## src/sct_pkg.sv

```systemverilog
`timescale 1ns / 1ps

package sct_pkg;

    // Slots of one queue entry, in the order in which their tokens leave the block.
    localparam int NSLOT       = 8;
    localparam int SLOT_IDX_W  = $clog2(NSLOT);
    localparam int SLOT_WEND   = 0;  // word end caused by a split left by an operator, or at end of input
    localparam int SLOT_POPEN  = 1;
    localparam int SLOT_PCLOSE = 2;
    localparam int SLOT_RIN    = 3;
    localparam int SLOT_ROUT   = 4;
    localparam int SLOT_AMP    = 5;
    localparam int SLOT_PIPE   = 6;
    localparam int SLOT_TAIL   = 7;  // character, word end or end token

    localparam int SCT_QUEUE_DEPTH = 4;

    typedef enum logic [3:0] {
        TK_CHAR   = 4'd0,
        TK_WEND   = 4'd1,
        TK_POPEN  = 4'd2,
        TK_PCLOSE = 4'd3,
        TK_RIN    = 4'd4,
        TK_RINH   = 4'd5,
        TK_ROUT   = 4'd6,
        TK_APPEND = 4'd7,
        TK_ROUTH  = 4'd8,
        TK_AMP    = 4'd9,
        TK_AMP2   = 4'd10,
        TK_PIPE   = 4'd11,
        TK_PIPE2  = 4'd12,
        TK_END    = 4'd13
    } tok_kind_t;

    localparam logic [7:0] CH_QUOTE  = 8'h22;
    localparam logic [7:0] CH_AMP    = 8'h26;
    localparam logic [7:0] CH_PIPE   = 8'h7C;
    localparam logic [7:0] CH_LESS   = 8'h3C;
    localparam logic [7:0] CH_GREAT  = 8'h3E;
    localparam logic [7:0] CH_LPAREN = 8'h28;
    localparam logic [7:0] CH_RPAREN = 8'h29;
    localparam logic [7:0] CH_CARET  = 8'h5E;
    localparam logic [7:0] CH_SPACE  = 8'h20;
    localparam logic [7:0] CH_TAB    = 8'h09;
    localparam logic [7:0] CH_CR     = 8'h0D;
    localparam logic [7:0] CH_NEL    = 8'h85;
    localparam logic [7:0] CH_NBSP   = 8'hA0;

    // Operator runs saturate here; a quote run at this count makes the next quote literal.
    localparam logic [1:0] RUN_MAX = 2'd2;
    localparam logic [1:0] RUN_ONE = 2'd1;

    typedef struct packed {
        logic [NSLOT-1:0]       valid;
        logic [NSLOT-1:0][3:0]  kind;
        logic [7:0]             ch;
    } sct_entry_t;

    localparam int ENTRY_W = $bits(sct_entry_t);

endpackage

```

## src/shell_command_tokenizer.sv

```systemverilog
`timescale 1ns / 1ps

// Channel  Signals                              Contents
// -------  -----------------------------------  ----------------------------------------
// s_       s_tvalid s_tready s_tdata s_tuser     tdata: ch; tuser: req_type
// m_       m_tvalid m_tready m_tdata m_tuser     tdata: word_char; tuser: token_kind;
//          m_tlast                               tlast: last token of the input word
//
// An input word is taken whenever the token queue has room, so words can arrive back to
// back. Each word yields zero to seven tokens; the output stage sends one token per cycle
// while m_tready allows, and a silent word produces no output. The first token passes
// through the queue and then the output register before it is valid.
// Reset clears the tokenizer state, the queue and the output stage; nothing is swept.
// A stalled output fills the queue and then drops s_tready; the input side never stalls
// the output.

module shell_command_tokenizer
    import sct_pkg::*;
#(
    parameter int QUEUE_DEPTH = SCT_QUEUE_DEPTH
) (
    input  logic       clk,
    input  logic       rst_n,
    input  logic       s_tvalid,
    output logic       s_tready,
    input  logic [7:0] s_tdata,   // [7:0] ch
    input  logic       s_tuser,   // [0] req_type
    output logic       m_tvalid,
    input  logic       m_tready,
    output logic [7:0] m_tdata,   // [7:0] word_char
    output logic [3:0] m_tuser,   // [3:0] token_kind
    output logic       m_tlast
);

    // The front end classifies each character against the tokenizer state and turns it
    // into at most one queue entry: a set of token slots in their fixed output order.
    logic               q_full;
    logic               q_push;
    sct_entry_t         q_entry;
    logic               q_pop;
    logic               q_valid;
    logic [ENTRY_W-1:0] q_head_bits;
    sct_entry_t         q_head;

    sct_front u_front (
        .clk      (clk),
        .rst_n    (rst_n),
        .s_tvalid (s_tvalid),
        .s_tready (s_tready),
        .s_tdata  (s_tdata),
        .s_tuser  (s_tuser),
        .q_full   (q_full),
        .q_push   (q_push),
        .q_entry  (q_entry)
    );

    // The queue lets the front end run ahead while a burst of tokens drains.
    sct_queue #(
        .WIDTH (ENTRY_W),
        .DEPTH (QUEUE_DEPTH)
    ) u_queue (
        .clk        (clk),
        .rst_n      (rst_n),
        .push       (q_push),
        .push_data  (q_entry),
        .full       (q_full),
        .pop        (q_pop),
        .head_valid (q_valid),
        .head_data  (q_head_bits)
    );

    assign q_head = sct_entry_t'(q_head_bits);

    // The back end walks the slots of the head entry, one token per cycle while m_tready allows.
    sct_back u_back (
        .clk      (clk),
        .rst_n    (rst_n),
        .q_valid  (q_valid),
        .q_head   (q_head),
        .q_pop    (q_pop),
        .m_tvalid (m_tvalid),
        .m_tready (m_tready),
        .m_tdata  (m_tdata),
        .m_tuser  (m_tuser),
        .m_tlast  (m_tlast)
    );

`ifndef NO_ASSERTIONS
    // The front end must never write into a full queue.
    a_no_overflow: assert property (@(posedge clk) disable iff (!rst_n)
        q_push |-> !q_full)
        else $error("token queue written while full");

    // Every queued entry carries at least one token; an empty one would send a spurious token.
    a_entry_nonempty: assert property (@(posedge clk) disable iff (!rst_n)
        q_push |-> (q_entry.valid != '0))
        else $error("empty entry pushed into the token queue");

    // The end token is always the final token of its input word.
    a_end_is_last: assert property (@(posedge clk) disable iff (!rst_n)
        (m_tvalid && (m_tuser == TK_END)) |-> m_tlast)
        else $error("end token sent without tlast");

    // Only word characters carry data.
    a_char_data: assert property (@(posedge clk) disable iff (!rst_n)
        (m_tvalid && (m_tuser != TK_CHAR)) |-> (m_tdata == 8'h00))
        else $error("non-character token with nonzero data");
`endif

endmodule

```

## src/sct_front.sv

```systemverilog
`timescale 1ns / 1ps

module sct_front
    import sct_pkg::*;
(
    input  logic       clk,
    input  logic       rst_n,
    input  logic       s_tvalid,
    output logic       s_tready,
    input  logic [7:0] s_tdata,
    input  logic       s_tuser,
    input  logic       q_full,
    output logic       q_push,
    output sct_entry_t q_entry
);

    typedef struct packed {
        logic       in_quote;
        logic       escape_armed;
        logic [1:0] quote_run;
        logic       open_pend;
        logic       close_pend;
        logic [1:0] amp_run;
        logic [1:0] pipe_run;
        logic [1:0] less_run;
        logic [1:0] greater_run;
        logic       split_pend;
        logic       word_open;
    } sct_state_t;

    sct_state_t st_reg;
    sct_state_t st_next;
    logic       accept;

    function automatic logic [1:0] bump(input logic [1:0] v);
        return (v >= RUN_MAX) ? RUN_MAX : v + 2'd1;
    endfunction

    assign s_tready = !q_full;
    assign accept   = s_tvalid && s_tready;
    assign q_push   = accept && (q_entry.valid != '0);

    always_comb
    begin
        logic       c_quote;
        logic       c_op;
        logic       c_blank;
        logic       iq;
        logic       op_now;
        logic       any_pend;
        logic       amp_left;
        tok_kind_t  rin_k;
        tok_kind_t  rout_k;
        tok_kind_t  amp_k;
        tok_kind_t  pipe_k;

        st_next = st_reg;
        q_entry = '0;

        c_quote = (s_tdata == CH_QUOTE);
        c_op    = (s_tdata == CH_AMP) || (s_tdata == CH_PIPE) || (s_tdata == CH_LESS)
               || (s_tdata == CH_GREAT) || (s_tdata == CH_LPAREN) || (s_tdata == CH_RPAREN);
        c_blank = (s_tdata == CH_SPACE) || ((s_tdata >= CH_TAB) && (s_tdata <= CH_CR))
               || (s_tdata == CH_NEL) || (s_tdata == CH_NBSP);

        iq       = st_reg.in_quote ^ (st_reg.quote_run == RUN_ONE);
        op_now   = c_op && !iq && !st_reg.escape_armed;
        any_pend = st_reg.open_pend || st_reg.close_pend || (st_reg.less_run != '0)
                || (st_reg.greater_run != '0) || (st_reg.amp_run != '0)
                || (st_reg.pipe_run != '0);

        // Redirections take a pending ampersand with them; the input redirection wins it.
        rin_k    = (st_reg.amp_run != '0) ? TK_RINH : TK_RIN;
        amp_left = (st_reg.less_run != '0) ? 1'b0 : (st_reg.amp_run != '0);
        if (amp_left)
            rout_k = TK_ROUTH;
        else if (st_reg.greater_run == RUN_ONE)
            rout_k = TK_ROUT;
        else
            rout_k = TK_APPEND;
        amp_k  = (st_reg.amp_run == RUN_ONE) ? TK_AMP : TK_AMP2;
        pipe_k = (st_reg.pipe_run == RUN_ONE) ? TK_PIPE : TK_PIPE2;

        if (s_tuser)
        begin
            // End of input: close the word, emit a pending close paren, then end.
            if (st_reg.word_open)
            begin
                q_entry.valid[SLOT_WEND] = 1'b1;
                q_entry.kind[SLOT_WEND]  = TK_WEND;
            end
            if (st_reg.close_pend)
            begin
                q_entry.valid[SLOT_PCLOSE] = 1'b1;
                q_entry.kind[SLOT_PCLOSE]  = TK_PCLOSE;
            end
            q_entry.valid[SLOT_TAIL] = 1'b1;
            q_entry.kind[SLOT_TAIL]  = TK_END;
            st_next = '0;
        end
        else
        begin
            if (st_reg.split_pend)
            begin
                st_next.split_pend = 1'b0;
                if (st_reg.word_open)
                begin
                    q_entry.valid[SLOT_WEND] = 1'b1;
                    q_entry.kind[SLOT_WEND]  = TK_WEND;
                    st_next.word_open        = 1'b0;
                end
            end

            if (c_quote)
            begin
                if (st_reg.quote_run >= RUN_MAX)
                begin
                    st_next.quote_run        = '0;
                    q_entry.valid[SLOT_TAIL] = 1'b1;
                    q_entry.kind[SLOT_TAIL]  = TK_CHAR;
                    q_entry.ch               = s_tdata;
                    st_next.word_open        = 1'b1;
                end
                else
                begin
                    st_next.quote_run = st_reg.quote_run + 2'd1;
                end
            end
            else if (c_op && !st_reg.in_quote && !st_reg.escape_armed)
            begin
                st_next.split_pend = 1'b1;
            end
            else
            begin
                st_next.in_quote  = iq;
                st_next.quote_run = '0;
                if (op_now && any_pend)
                begin
                    // The quote run just closed, so this character is an operator
                    // now: only the first pending token leaves, the rest stay.
                    priority if (st_reg.open_pend)
                    begin
                        q_entry.valid[SLOT_POPEN] = 1'b1;
                        q_entry.kind[SLOT_POPEN]  = TK_POPEN;
                        st_next.open_pend         = 1'b0;
                    end
                    else if (st_reg.close_pend)
                    begin
                        q_entry.valid[SLOT_PCLOSE] = 1'b1;
                        q_entry.kind[SLOT_PCLOSE]  = TK_PCLOSE;
                        st_next.close_pend         = 1'b0;
                    end
                    else if (st_reg.less_run != '0)
                    begin
                        q_entry.valid[SLOT_RIN] = 1'b1;
                        q_entry.kind[SLOT_RIN]  = rin_k;
                        st_next.less_run        = '0;
                        st_next.amp_run         = '0;
                    end
                    else if (st_reg.greater_run != '0)
                    begin
                        q_entry.valid[SLOT_ROUT] = 1'b1;
                        q_entry.kind[SLOT_ROUT]  = rout_k;
                        st_next.greater_run      = '0;
                        st_next.amp_run          = '0;
                    end
                    else if (st_reg.amp_run != '0)
                    begin
                        q_entry.valid[SLOT_AMP] = 1'b1;
                        q_entry.kind[SLOT_AMP]  = amp_k;
                        st_next.amp_run         = '0;
                    end
                    else
                    begin
                        q_entry.valid[SLOT_PIPE] = 1'b1;
                        q_entry.kind[SLOT_PIPE]  = pipe_k;
                        st_next.pipe_run         = '0;
                    end
                    st_next.split_pend = 1'b1;
                end
                else
                begin
                    // Drain every pending operator, then handle the character.
                    q_entry.valid[SLOT_POPEN]  = st_reg.open_pend;
                    q_entry.kind[SLOT_POPEN]   = TK_POPEN;
                    q_entry.valid[SLOT_PCLOSE] = st_reg.close_pend;
                    q_entry.kind[SLOT_PCLOSE]  = TK_PCLOSE;
                    q_entry.valid[SLOT_RIN]    = (st_reg.less_run != '0);
                    q_entry.kind[SLOT_RIN]     = rin_k;
                    q_entry.valid[SLOT_ROUT]   = (st_reg.greater_run != '0);
                    q_entry.kind[SLOT_ROUT]    = rout_k;
                    q_entry.valid[SLOT_AMP]    = (st_reg.greater_run == '0) && amp_left;
                    q_entry.kind[SLOT_AMP]     = amp_k;
                    q_entry.valid[SLOT_PIPE]   = (st_reg.pipe_run != '0);
                    q_entry.kind[SLOT_PIPE]    = pipe_k;
                    st_next.open_pend   = 1'b0;
                    st_next.close_pend  = 1'b0;
                    st_next.less_run    = '0;
                    st_next.greater_run = '0;
                    st_next.amp_run     = '0;
                    st_next.pipe_run    = '0;

                    if (!iq && c_blank)
                    begin
                        st_next.escape_armed = 1'b0;
                        if (st_next.word_open)
                        begin
                            q_entry.valid[SLOT_TAIL] = 1'b1;
                            q_entry.kind[SLOT_TAIL]  = TK_WEND;
                            st_next.word_open        = 1'b0;
                        end
                    end
                    else if (!iq && !st_reg.escape_armed && (s_tdata == CH_CARET))
                    begin
                        st_next.escape_armed = 1'b1;
                    end
                    else
                    begin
                        q_entry.valid[SLOT_TAIL] = 1'b1;
                        q_entry.kind[SLOT_TAIL]  = TK_CHAR;
                        q_entry.ch               = s_tdata;
                        st_next.word_open        = 1'b1;
                        st_next.escape_armed     = 1'b0;
                    end
                end
            end

            // An operator character, taken now or after a closed quote run, is counted.
            if (st_next.split_pend && !st_reg.split_pend || (st_next.split_pend && c_op))
            begin
                unique case (s_tdata)
                    CH_AMP:    st_next.amp_run     = bump(st_next.amp_run);
                    CH_PIPE:   st_next.pipe_run    = bump(st_next.pipe_run);
                    CH_LESS:   st_next.less_run    = bump(st_next.less_run);
                    CH_GREAT:  st_next.greater_run = bump(st_next.greater_run);
                    CH_LPAREN: st_next.open_pend   = 1'b1;
                    CH_RPAREN: st_next.close_pend  = 1'b1;
                    default:   st_next.split_pend  = st_next.split_pend;
                endcase
            end
        end
    end

    always_ff @(posedge clk or negedge rst_n)
    begin
        if (!rst_n)
            st_reg <= '0;
        else if (accept)
            st_reg <= st_next;
    end

endmodule

```

## src/sct_queue.sv

```systemverilog
`timescale 1ns / 1ps

module sct_queue #(
    parameter int WIDTH = 8,
    parameter int DEPTH = 4
) (
    input  logic             clk,
    input  logic             rst_n,
    input  logic             push,
    input  logic [WIDTH-1:0] push_data,
    output logic             full,
    input  logic             pop,
    output logic             head_valid,
    output logic [WIDTH-1:0] head_data
);

    localparam int PTR_W = (DEPTH > 1) ? $clog2(DEPTH) : 1;
    localparam int CNT_W = $clog2(DEPTH + 1);

    logic [WIDTH-1:0] mem_reg [DEPTH];
    logic [PTR_W-1:0] wr_ptr_reg;
    logic [PTR_W-1:0] rd_ptr_reg;
    logic [CNT_W-1:0] count_reg;
    logic [PTR_W-1:0] wr_ptr_next;
    logic [PTR_W-1:0] rd_ptr_next;
    logic [CNT_W-1:0] count_next;

    assign full       = (count_reg == CNT_W'(DEPTH));
    assign head_valid = (count_reg != '0);
    assign head_data  = mem_reg[rd_ptr_reg];

    always_comb
    begin
        wr_ptr_next = wr_ptr_reg;
        rd_ptr_next = rd_ptr_reg;
        count_next  = count_reg;
        if (push)
            wr_ptr_next = (wr_ptr_reg == PTR_W'(DEPTH - 1)) ? '0 : wr_ptr_reg + 1'b1;
        if (pop)
            rd_ptr_next = (rd_ptr_reg == PTR_W'(DEPTH - 1)) ? '0 : rd_ptr_reg + 1'b1;
        if (push && !pop)
            count_next = count_reg + 1'b1;
        else if (pop && !push)
            count_next = count_reg - 1'b1;
    end

    always_ff @(posedge clk or negedge rst_n)
    begin
        if (!rst_n)
        begin
            wr_ptr_reg <= '0;
            rd_ptr_reg <= '0;
            count_reg  <= '0;
        end
        else
        begin
            wr_ptr_reg <= wr_ptr_next;
            rd_ptr_reg <= rd_ptr_next;
            count_reg  <= count_next;
        end
    end

    always_ff @(posedge clk)
    begin
        if (push)
            mem_reg[wr_ptr_reg] <= push_data;
    end

endmodule

```

## src/sct_back.sv

```systemverilog
`timescale 1ns / 1ps

module sct_back
    import sct_pkg::*;
(
    input  logic       clk,
    input  logic       rst_n,
    input  logic       q_valid,
    input  sct_entry_t q_head,
    output logic       q_pop,
    output logic       m_tvalid,
    input  logic       m_tready,
    output logic [7:0] m_tdata,
    output logic [3:0] m_tuser,
    output logic       m_tlast
);

    logic [NSLOT-1:0]      sent_reg;
    logic [NSLOT-1:0]      sent_next;
    logic                  out_valid_reg;
    logic                  out_valid_next;
    logic [3:0]            out_kind_reg;
    logic [7:0]            out_char_reg;
    logic                  out_last_reg;
    logic [NSLOT-1:0]      remaining;
    logic [NSLOT-1:0]      pick_oh;
    logic [SLOT_IDX_W-1:0] pick_idx;
    logic                  pick_last;
    logic                  advance;
    logic                  take;
    logic [3:0]            pick_kind;

    // The lowest slot not yet sent is the next token of the head entry.
    always_comb
    begin
        logic found;
        remaining = q_head.valid & ~sent_reg;
        found     = 1'b0;
        pick_idx  = '0;
        for (int i = 0; i < NSLOT; i++)
        begin
            if (!found && remaining[i])
            begin
                pick_idx = SLOT_IDX_W'(i);
                found    = 1'b1;
            end
        end
        pick_oh           = '0;
        pick_oh[pick_idx] = found;
        pick_last         = ((remaining & ~pick_oh) == '0);
    end

    assign pick_kind = q_head.kind[pick_idx];
    assign advance   = !out_valid_reg || m_tready;
    assign take      = advance && q_valid;
    assign q_pop     = take && pick_last;

    always_comb
    begin
        sent_next      = sent_reg;
        out_valid_next = out_valid_reg;
        if (advance)
            out_valid_next = q_valid;
        if (take)
            sent_next = pick_last ? '0 : (sent_reg | pick_oh);
    end

    always_ff @(posedge clk or negedge rst_n)
    begin
        if (!rst_n)
        begin
            sent_reg      <= '0;
            out_valid_reg <= 1'b0;
        end
        else
        begin
            sent_reg      <= sent_next;
            out_valid_reg <= out_valid_next;
        end
    end

    always_ff @(posedge clk)
    begin
        if (take)
        begin
            out_kind_reg <= pick_kind;
            out_char_reg <= (pick_kind == TK_CHAR) ? q_head.ch : 8'h00;
            out_last_reg <= pick_last;
        end
    end

    assign m_tvalid = out_valid_reg;
    assign m_tuser  = out_kind_reg;
    assign m_tdata  = out_char_reg;
    assign m_tlast  = out_last_reg;

endmodule
```

## config.mk

```make
export PLATFORM = sky130hd
export DESIGN_NAME = shell_command_tokenizer
export DESIGN_NICKNAME = d
export VERILOG_FILES = /design/src/sct_pkg.sv /design/src/shell_command_tokenizer.sv /design/src/sct_front.sv /design/src/sct_queue.sv /design/src/sct_back.sv
export SDC_FILE = /design/constraint.sdc
export NUM_CORES = 1
export LEC_CHECK = 0
export BUFFER_PORTS_ARGS = -buffer_cell sky130_fd_sc_hd__clkbuf_2
export CORE_MARGIN = 1
export CORE_UTILIZATION = 64
export CTS_CLUSTER_DIAMETER = 60
export DETAILED_ROUTE_END_ITERATION = 16
export PLACE_DENSITY_LB_ADDON = 0.08
export SLEW_MARGIN = 20
export SYNTH_ARGS = -nofsm -noshare
export SYNTH_HDL_FRONTEND = slang
export SYNTH_HIERARCHICAL = 1
export SYNTH_SLANG_ARGS = --single-unit
```

## constraint.sdc

```tcl
create_clock -name clk -period 10.3 [get_ports clk]
set_input_delay 1.03 -clock clk [delete_from_list [all_inputs] [get_ports clk]]
set_output_delay 1.03 -clock clk [all_outputs]
set_load 0.01 [all_outputs]
```

==> reports/metrics.yaml, run 1 <==
vias_per_cell: 6.484
synth-main-ff-cell: "edfxtp_1"
grt_pass1_vias: 6145
syn-mean-instance-area_sq_um: 16.04
drive_gt1_share_pct: 21.97
fin_crit_sh_pct: 45.17
clk_pin_slew_ps: 60
vias: 6004
cts_buffers: 24
ys_seq_area_share_pct: 64.82
netlist.area_leader.share_pct: 57.36
chipWidth_um: 131.5
dr.pass1.iters: 5
drv_slew: 0
clk_latency_ps: 510
yosysMostFrequentCell: "edfxtp_1"
grt_pass1_wl_mm: 33.37
synthTopCellsByCount: "205 x edfxtp_1, 48 x mux4_2, 33 x nor2_1"
fin_crit_ps: 4653
path_max_fanout: 29
fillCellCount: 1023
synth_edf_count: 205
nets: 713
area_delta_synth_final_pct: 8.394
grt_use_total_pct: 25.07
fin_hold_ws_ps: 500.0
outcome: "completed"
wl_mm: 20.89
place_hpwl_mm: 12.92
synth_top_cell_by_area: "edfxtp_1"
synthCells: 669
ys_types: 83
timing.slew.headroom_pct: 29.97
hold_path.class: "flip-flop to flip-flop"
ios: 28
drt_iter0_drc: 559
cp-start-kind: "flip-flop"
synth_area_leaders: "edfxtp_1 57%, mux4_2 10%, dfrtp_1 7.5%"
num_antenna_cells: 0
crit_type: "flip-flop to flip-flop"
port_buffers: 27
tightest_slew_ps: 1048
yosys_register_bits: 237
arrival_ps: 5040
postCtsSetupRepairBufs: 0
initial_core_util_pct: 66.60
finalHoldViolCount: 0
ctsHoldBuffers: 0
clkSinkCount: 237
drc: 0
syn_area_sq_um: 10730
clock_tree.root_cell: "clkbuf_16"
wire_per_inst_um: 22.55
grt_max_degree: 52
cts_resized: 0
ys_warn_count: 6
max_freq_ghz: 0.2149
fp.coreArea_sq_um: 16120
crit_path_end_kind: "flip-flop"
fin_skew_ps: 10.92
die_y_um: 131.5
power_density_nw_per_um2: 292.1
p_leak_uw: 0.004000
die-area_sq_um: 17290
gp_congestion: 0.9081
rsz0062_at_grt: "no"
ant_nets: 0
max_cap_violations: 0
crit_required_ps: 10690
cts_max_level: 1
clk_path_buf_depth: 3
antenna_found_initial: 0
setup_viol: 0
ir_drop_v: 0.0002191
tns_ps: 0
gr-total-overflow: 0
num_rows: 46
largest_reg_flops: 192
async_reset_ff_share_pct: 13.50
cts_tree: "yes"
## cell families after synthesis
group,count (synthesis),synth area share (%)
other,1,0.03494
AND/OR/NAND/NOR,178,10.69
multiplexers,58,11.10
buffers and inverters,62,4.045
XOR/XNOR,4,0.3265
adder cells (fa/ha/maj),8,0.9792
AO/OA/AOI/OAI,121,8.009
flip-flops,237,64.82
## worst max-delay path: stages (launching register included)
cell      delay, ps
dfrtp_4         800
buf_12          290
mux4_2          540
nand2b_1        180
and2_1          330
nand4_4         320
a221oi_1        490
and2_1          500
inv_1            90
ha_1            220
inv_1            80
fa_1            400
mux2_2          270
## final cells by class
cell class | instances | area, sq um | area share, %
clock buffers | 31 | 636.9 | 5.474
clock inverters | 12 | 123.9 | 1.065
well taps | 216 | 270.3 | 2.323
multi-input cells | 381 | 3388 | 29.12
repair buffers | 33 | 192.7 | 1.656
inverters | 16 | 60.06 | 0.5162
flip-flops and latches | 237 | 6962 | 59.84
## layer usage
metal	part of all wire, %	vias up	GRT usage [%]
li1	-	2687	-
met1	42	3082	34.22
met2	50	208	41.95
met3	5.6	27	3.974
met4	2.3	0	7.494
met5	0	-	0
## power breakdown
group	internal [uW]	leakage, uW	switching [uW]
sequential	1300	0.00231	96.0
clock	488	0.000372	343
combinational	481	0.00132	693
## cells in the final DEF (no fill, tap or decap), types with 5 or more instances in the layout
cell	instances
nor2_1	33
mux4_2	48
a21boi_0	9
edfxtp_1	205
a21oi_1	25
nand2_1	29
and3_1	13
nor3b_1	7
nand3_1	5
nand4b_1	9
dfrtp_1	30
clkbuf_2	27
clkbuf_1	6
conb_1	12
nand2b_1	12
inv_1	15
nor4_1	13
clkbuf_16	24
o21ai_1	11
a31oi_1	10
and2_1	11
nor2b_1	6
buf_4	5
nor3_1	5
ha_1	6
o21ai_0	25
## worst paths after layout
path	slack, ps	start	cells past startpoint	endpoint
min in group asynchronous	630	rst_n	1	u_queue/wr_ptr_reg[1]$_DFFE_PN0P_
worst min-delay path	500	u_back/sent_reg[6]$_DFFE_PN0P_	2	u_back/sent_reg[6]$_DFFE_PN0P_
worst max register to register	5650	u_queue/rd_ptr_reg[0]$_DFFE_PN0P_	12	u_queue/count_reg[1]$_DFFE_PN0P_
max in group asynchronous	9020	rst_n	1	u_queue/rd_ptr_reg[0]$_DFFE_PN0P_
worst max-delay path	5650	u_queue/rd_ptr_reg[0]$_DFFE_PN0P_	12	u_queue/count_reg[1]$_DFFE_PN0P_
worst min register to register	500	u_back/sent_reg[6]$_DFFE_PN0P_	2	u_back/sent_reg[6]$_DFFE_PN0P_
## stage by stage
stage / power (uW) / cell area (sq um) / setup slack, ps / std cells / utilization [%]
floorplan: 2312 / 10770 / 6033 / 680 / -
global placement: 2529 / 10850 / 5555 / 882 / 67.34
detailed placement: 2575 / 10850 / 5399 / 882 / 67.34
CTS: 3409 / 11610 / 5353 / 925 / 72.07
global route: 3567 / 11630 / 5306 / 926 / 72.19
finish: 3399 / 11630 / 5647 / 926 / 72.19
Power figures use the tool's default switching activity.
==> run 2: changes to the inputs <==
==> constraint.sdc (replaced) <==
create_clock -name clk -period 4.64 [get_ports clk]
set_input_delay 0.464 -clock clk [delete_from_list [all_inputs] [get_ports clk]]
set_output_delay 0.464 -clock clk [all_outputs]
set_load 0.01 [all_outputs]
==> run 2 against run 1 <==
Against the previous run:
- routed wire length increased by 2.9%
- critical path depth decreased by 1
- cell area increased by 0.75%
- setup slack got worse by 5100 ps
- core utilization increased by 0.54 points
- total power increased by 120%
- critical path type unchanged
- largest cell class unchanged
==> reports/metrics.yaml, run 2 (same netlist as run 1, synthesis figures left out) <==
crit_family: "simple AND/OR/NAND/NOR gates"  # unchanged
cts_buffers: 24  # unchanged
post-place-cells: 889  # was 882
largest_reg_flops: 192  # unchanged
cts_resized: 0  # unchanged
wire_per_inst_um: 23.05  # was 22.55 um
drt_iter0_drc: 474  # was 559
r2r_setup_slack_ps: 560  # was 5650 ps
clk_path_buf_depth: 3  # unchanged
chipWidth_um: 131.5  # unchanged
clkSinkCount: 237  # unchanged
gr-total-overflow: 0  # unchanged
finalHoldViolCount: 0  # unchanged
drive_gt1_share_pct: 22.35  # was 21.97%
max_freq_ghz: 0.2449  # was 0.2149 GHz
drv_slew: 0  # unchanged
crit_path_max_incr_delay_ps: 760  # was 800 ps
ios: 28  # unchanged
tightest_slew_ps: 1128  # was 1048 ps
clk_latency_ps: 510  # about the same
mostFrequentLayoutCells: "205 x edfxtp_1, 48 x mux4_2, 33 x nor2_1, 30 x dfrtp_1, 29 x nand2_1"  # unchanged
postCtsSetupRepairBufs: 0  # unchanged
place_hpwl_mm: 13.62  # was 12.92 mm
clk_pin_slew_ps: 60  # about the same
num_rows: 46  # unchanged
fin_hold_ws_ps: 68.83  # was 500.0 ps
timing.slew.headroom_pct: 24.66  # was 29.97%
cp_slowest_cell: "dfrtp_4"  # unchanged
outcome: "completed"  # unchanged
vias_per_cell: 6.401  # was 6.484
area_delta_synth_final_pct: 9.209  # was 8.394%
dr.pass1.iters: 4  # was 5
crit_path_end_kind: "flip-flop"  # unchanged
num_antenna_cells: 0  # unchanged
stdcell_count: 932  # was 926
fin_crit_sh_pct: 87.99  # was 45.17%
cpMostUsedCell: "inv_1"
initial_core_util_pct: 66.60  # unchanged
worstPathCellList: "mux4_2 -> nor2b_4 -> nor4_4 -> nand4_4 -> a221oi_1 -> and2_1 -> inv_1 -> ha_1 -> inv_1 -> fa_1 -> mux2_2"  # was buf_12 -> mux4_2 -> nand2b_1 -> and2_1 -> nand4_4 -> a221oi_1 -> and2_1 -> inv_1 -> ha_1 -> inv_1 -> fa_1 -> mux2_2
dpl_cell_area_sq_um: 10970  # was 10850 sq um
fin_skew_ps: 7.572  # was 10.92 ps
die_y_um: 131.5  # unchanged
gp_congestion: 0.9193  # was 0.9081
tns_ps: 0  # unchanged
crit_type: "flip-flop to flip-flop"  # unchanged
grt_max_degree: 49  # was 52
drc: 0  # unchanged
path_max_fanout: 26  # was 29
rsz0062_at_grt: "no"  # unchanged
cp-start-kind: "flip-flop"  # unchanged
cts_max_level: 1  # unchanged
path_buf_inv: 2  # was 3
fin_crit_ps: 4083  # was 4653 ps
ir_drop_v: 0.0005036  # was 0.0002191 V
ctsHoldBuffers: 0  # unchanged
max_cap_violations: 0  # unchanged
final_common_cell: "edfxtp_1"  # unchanged
nets: 719  # was 713
wl_mm: 21.49  # was 20.89 mm
grt_pass1_wl_mm: 34.39  # was 33.37 mm
arrival_ps: 4470  # was 5040 ps
clock_tree.root_cell: "clkbuf_16"  # unchanged
post-place-ws_ps: 621.1  # was 5399 ps
cts_tree: "yes"  # unchanged
port_buffers: 27  # unchanged
die-area_sq_um: 17290  # unchanged
grt_pass1_vias: 6180  # was 6145
finalInstanceArea_sq_um: 11720  # was 11630 sq um
ant_nets: 0  # unchanged
crit_required_ps: 5030  # was 10690 ps
setup_ws_ps: 557.3  # was 5647 ps
p_leak_uw: 0.004032  # was 0.004000 uW
power_density_nw_per_um2: 646.1  # was 292.1 nW/um^2
vias: 5966  # was 6004
antenna_found_initial: 0  # unchanged
grt_use_total_pct: 25.93  # was 25.07%
hold_path.class: "input port to asynchronous set/reset pin"  # was flip-flop to flip-flop
fp.coreArea_sq_um: 16120  # unchanged
setup_viol: 0  # unchanged
[run 2: changes by cell type in the layout (fill, tap and decap cells not counted)]
cell and delta:
buf_12 +4, buf_4 +2, clkbuf_1 +2, inv_6 -2
clkinv_2 -1, clkinvlp_4 +1
[run 2: stage by stage]
| step | util [%] | power (uW) |
|---|---|---|
| 2_1_floorplan | - | 5132 |
| 3_3_place_gp | 68.06 | 5682 |
| 3_5_place_dp | 68.06 | 5767 |
| 4_1_cts | 72.73 | 7626 |
| 5_1_grt | 72.73 | 7943 |
| 6_report | 72.73 | 7573 |
[run 2: per-layer routing]
layer | routed length [um] | track usage (%)
met1 | 9210 | 36.79
met4 | 481 | 7.041
met5 | 0 | 0
met2 | 10730 | 43.12
met3 | 1067 | 2.971
[run 2: final cells by class]
| type | count | area [sq um] |
|---|---|---|
| repair buffers | 39 | 287.8 |
| flip-flops and latches | 237 | 6962 |
| well taps | 216 | 270.3 |
| clock inverters | 10 | 108.9 |
| fillers | 1026 | 4394 |
| clock buffers | 33 | 644.4 |
| multi-input cells | 381 | 3388 |
| inverters | 16 | 60.06 |
[run 2: worst register-to-register path, cell delays in order (launching register included)]
cell and delay, ps:
dfrtp_4 760, mux4_2 600, nor2b_4 170, nor4_4 490, nand4_4 150, a221oi_1 490
and2_1 290, inv_1 70, ha_1 200, inv_1 70, fa_1 400, mux2_2 270
[run 2: report_power, final]
part	total (uW)	switching [uW]	internal, uW	leakage [uW]
registers	3120	245	2870	0.00231
clock network	1840	756	1080	0.000362
logic	2620	1520	1100	0.00136
total	7570	2520	5050	0.00403
[run 2: final timing paths]
check,startpoint,end,depth (start not counted)
min in group clk,m_tready,u_back/m_tvalid$_DFFE_PN0N_,3
max,u_queue/rd_ptr_reg[0]$_DFFE_PN0P_,u_queue/count_reg[1]$_DFFE_PN0P_,11
max in group asynchronous,rst_n,u_queue/rd_ptr_reg[0]$_DFFE_PN0P_,1
max reg2reg,u_queue/rd_ptr_reg[0]$_DFFE_PN0P_,u_queue/count_reg[1]$_DFFE_PN0P_,11
min,rst_n,u_queue/count_reg[2]$_DFFE_PN0P_,1
min reg2reg,u_queue/count_reg[2]$_DFFE_PN0P_,u_queue/count_reg[2]$_DFFE_PN0P_,1
==> run 3: changes to the inputs <==
--- a/config.mk
+++ b/config.mk
@@ -6,11 +6,12 @@
 export NUM_CORES = 1
 export LEC_CHECK = 0
 export BUFFER_PORTS_ARGS = -buffer_cell sky130_fd_sc_hd__clkbuf_2
-export CORE_MARGIN = 1
+export CORE_MARGIN = 4
 export CORE_UTILIZATION = 64
 export CTS_CLUSTER_DIAMETER = 60
 export DETAILED_ROUTE_END_ITERATION = 16
 export PLACE_DENSITY_LB_ADDON = 0.08
+export SETUP_SLACK_MARGIN = 0.4
 export SLEW_MARGIN = 20
 export SYNTH_ARGS = -nofsm -noshare
 export SYNTH_HDL_FRONTEND = slang
==> run 3 against run 2 <==
Against the previous run:
- routed wire length grew 2.2%
- critical path depth shrank 3
- sequential power shrank 1%
- largest power group unchanged
- first-iteration DRC count grew 12%
- non-clock buffer count grew 2
- cell area shrank 0.15%
- worst hold slack lost 1.7 ps
- clock power shrank 2%
- via count grew 0.12%
==> reports/metrics.yaml, run 3 (same netlist as run 1, synthesis figures left out) <==
outcome: "completed"  # unchanged
fp.coreArea_sq_um: 16520  # was 16120 sq um
drt_iter0_drc: 531  # was 474
p_leak_uw: 0.004018  # was 0.004032 uW
cp-start-kind: "flip-flop"  # unchanged
grt_pass1_wl_mm: 34.98  # was 34.39 mm
reg2reg_depth: 8  # was 11
grt_max_degree: 49  # unchanged
max_freq_ghz: 0.2640  # was 0.2449 GHz
crit_required_ps: 4840  # was 5030 ps
regArea_sq_um: 6962  # unchanged
fin_crit_ps: 3788  # was 4083 ps
vias_per_cell: 6.381  # was 6.401
port_buffers: 27  # unchanged
fillCellCount: 1042  # was 1026
final_common_cell: "edfxtp_1"  # unchanged
clk_latency_ps: 510  # about the same
path_max_fanout: 30  # was 26
largest_reg_flops: 192  # unchanged
hold_path.class: "input port to asynchronous set/reset pin"  # unchanged
drive_gt1_share_pct: 23.32  # was 22.35%
rsz0062_at_grt: "no"  # unchanged
num_rows: 47  # was 46
stdcell_count: 936  # was 932
clkSinkCount: 237  # unchanged
place_hpwl_mm: 14.55  # was 13.62 mm
max_cap_violations: 0  # unchanged
die-area_sq_um: 18910  # was 17290 sq um
chipWidth_um: 137.5  # was 131.5 um
grt_use_total_pct: 24.62  # was 25.93%
setup_viol: 0  # unchanged
ios: 28  # unchanged
gr-total-overflow: 0  # unchanged
cts_buffers: 23  # was 24
arrival_ps: 3980  # was 4470 ps
area_delta_synth_final_pct: 9.046  # was 9.209%
multi_input_area_sq_um: 3396  # was 3388 sq um
num_antenna_cells: 0  # unchanged
die_y_um: 137.5  # was 131.5 um
dr.pass1.iters: 7  # was 4
antenna_found_initial: 0  # unchanged
post-place-cells: 895  # was 889
crit_path_end_kind: "flip-flop"  # unchanged
clock_tree.root_cell: "clkbuf_16"  # unchanged
ir_drop_v: 0.0004414  # was 0.0005036 V
fin_hold_ws_ps: 67.10  # was 68.83 ps
initial_core_util_pct: 64.95  # was 66.60%
clk_pin_slew_ps: 60  # about the same
finalHoldViolCount: 0  # unchanged
vias: 5973  # was 5966
drc: 0  # unchanged
ctsHoldBuffers: 0  # unchanged
gp_congestion: 0.8793  # was 0.9193
wl_mm: 21.95  # was 21.49 mm
fin_crit_sh_pct: 81.64  # was 87.99%
nets: 720  # was 719
tightest_slew_ps: 1061  # was 1128 ps
power_density_nw_per_um2: 644.2  # was 646.1 nW/um^2
clk_path_buf_depth: 3  # unchanged
timing.slew.headroom_pct: 29.28  # was 24.66%
ant_nets: 0  # unchanged
cts_tree: "yes"  # unchanged
wire_per_inst_um: 23.46  # was 23.05 um
cts_max_level: 1  # unchanged
tns_ps: 0  # unchanged
grt_pass1_vias: 6080  # was 6180
mostFrequentLayoutCells: "205 x edfxtp_1, 48 x mux4_2, 33 x nor2_1, 30 x dfrtp_1, 29 x nand2_1"  # unchanged
crit_type: "flip-flop to flip-flop"  # unchanged
fin_skew_ps: 11.90  # was 7.572 ps
drv_slew: 0  # unchanged
-- run 3: cell count changes in the layout (fill, tap and decap cells not counted), sizes merged --
cell / delta
buf: +2
clkbuf: -7
clkinvlp: +4
inv: +1
-- run 3: power breakdown --
part	total (uW)	switching, uW	internal (uW)
sequential	3080	206	2880
combinational	2660	1550	1110
clock	1800	761	1040
total	7540	2520	5020
-- run 3: metal layers --
metal	part of all wire, %	vias to the layer above	GRT usage [%]
met5	0	-	0
met1	42	3076	34.88
met2	51	170	41.97
met3	4.6	31	2.995
li1	-	2696	-
met4	1.6	0	4.878
-- run 3: timing repair --
action / in CTS / in global routing
endpoints found under the setup margin: 0 / 49
resized for setup: 0 / 2
buffers inserted: 0 / 0
-- run 3: worst paths after layout --
check,from,end,slack (ps)
max in group asynchronous,rst_n,u_queue/rd_ptr_reg[0]$_DFFE_PN0P_,3940
hold reg to reg,u_queue/count_reg[2]$_DFFE_PN0P_,u_queue/count_reg[2]$_DFFE_PN0P_,480
hold / removal,rst_n,u_back/sent_reg[3]$_DFFE_PN0P_,70
setup / recovery,u_front/st_reg[13]$_DFFE_PN0P_,u_queue/mem_reg[2][0]$_DFFE_PP_,850
min in group clk,m_tready,u_back/m_tvalid$_DFFE_PN0N_,240
setup reg to reg,u_front/st_reg[13]$_DFFE_PN0P_,u_queue/mem_reg[2][0]$_DFFE_PP_,850
-- run 3: area by class of cell --
cell class              count  area share (%)
repair buffers             41           2.373
flip-flops and latches    237           59.48
well taps                 220           2.352
clock inverters            15           1.165
inverters                  16          0.5132
clock buffers              26           5.099
multi-input cells         381           29.01
-- run 3: per-stage QoR --
| step | setup WS (ps) | total power [uW] | area, sq um | util (%) |
|---|---|---|---|---|
| global placement | 666.7 | 5690 | 10960 | 66.34 |
| CTS | 690.2 | 7585 | 11700 | 70.78 |
| detailed placement | 621.5 | 5776 | 10960 | 66.34 |
| finish | 851.7 | 7540 | 11700 | 70.83 |
| global route | 550.4 | 7946 | 11700 | 70.83 |
| floorplan | 879.8 | 5132 | 10770 | - |
-- run 3: worst max-delay path, cell delays in order, from the launching register on --
cell       delay, ps
dfrtp_1          410
nor2b_1          440
mux2i_2          440
o21ai_2          150
a2111oi_4        520
nor4_1           140
a31oi_2          430
and2_2           610
buf_12           310
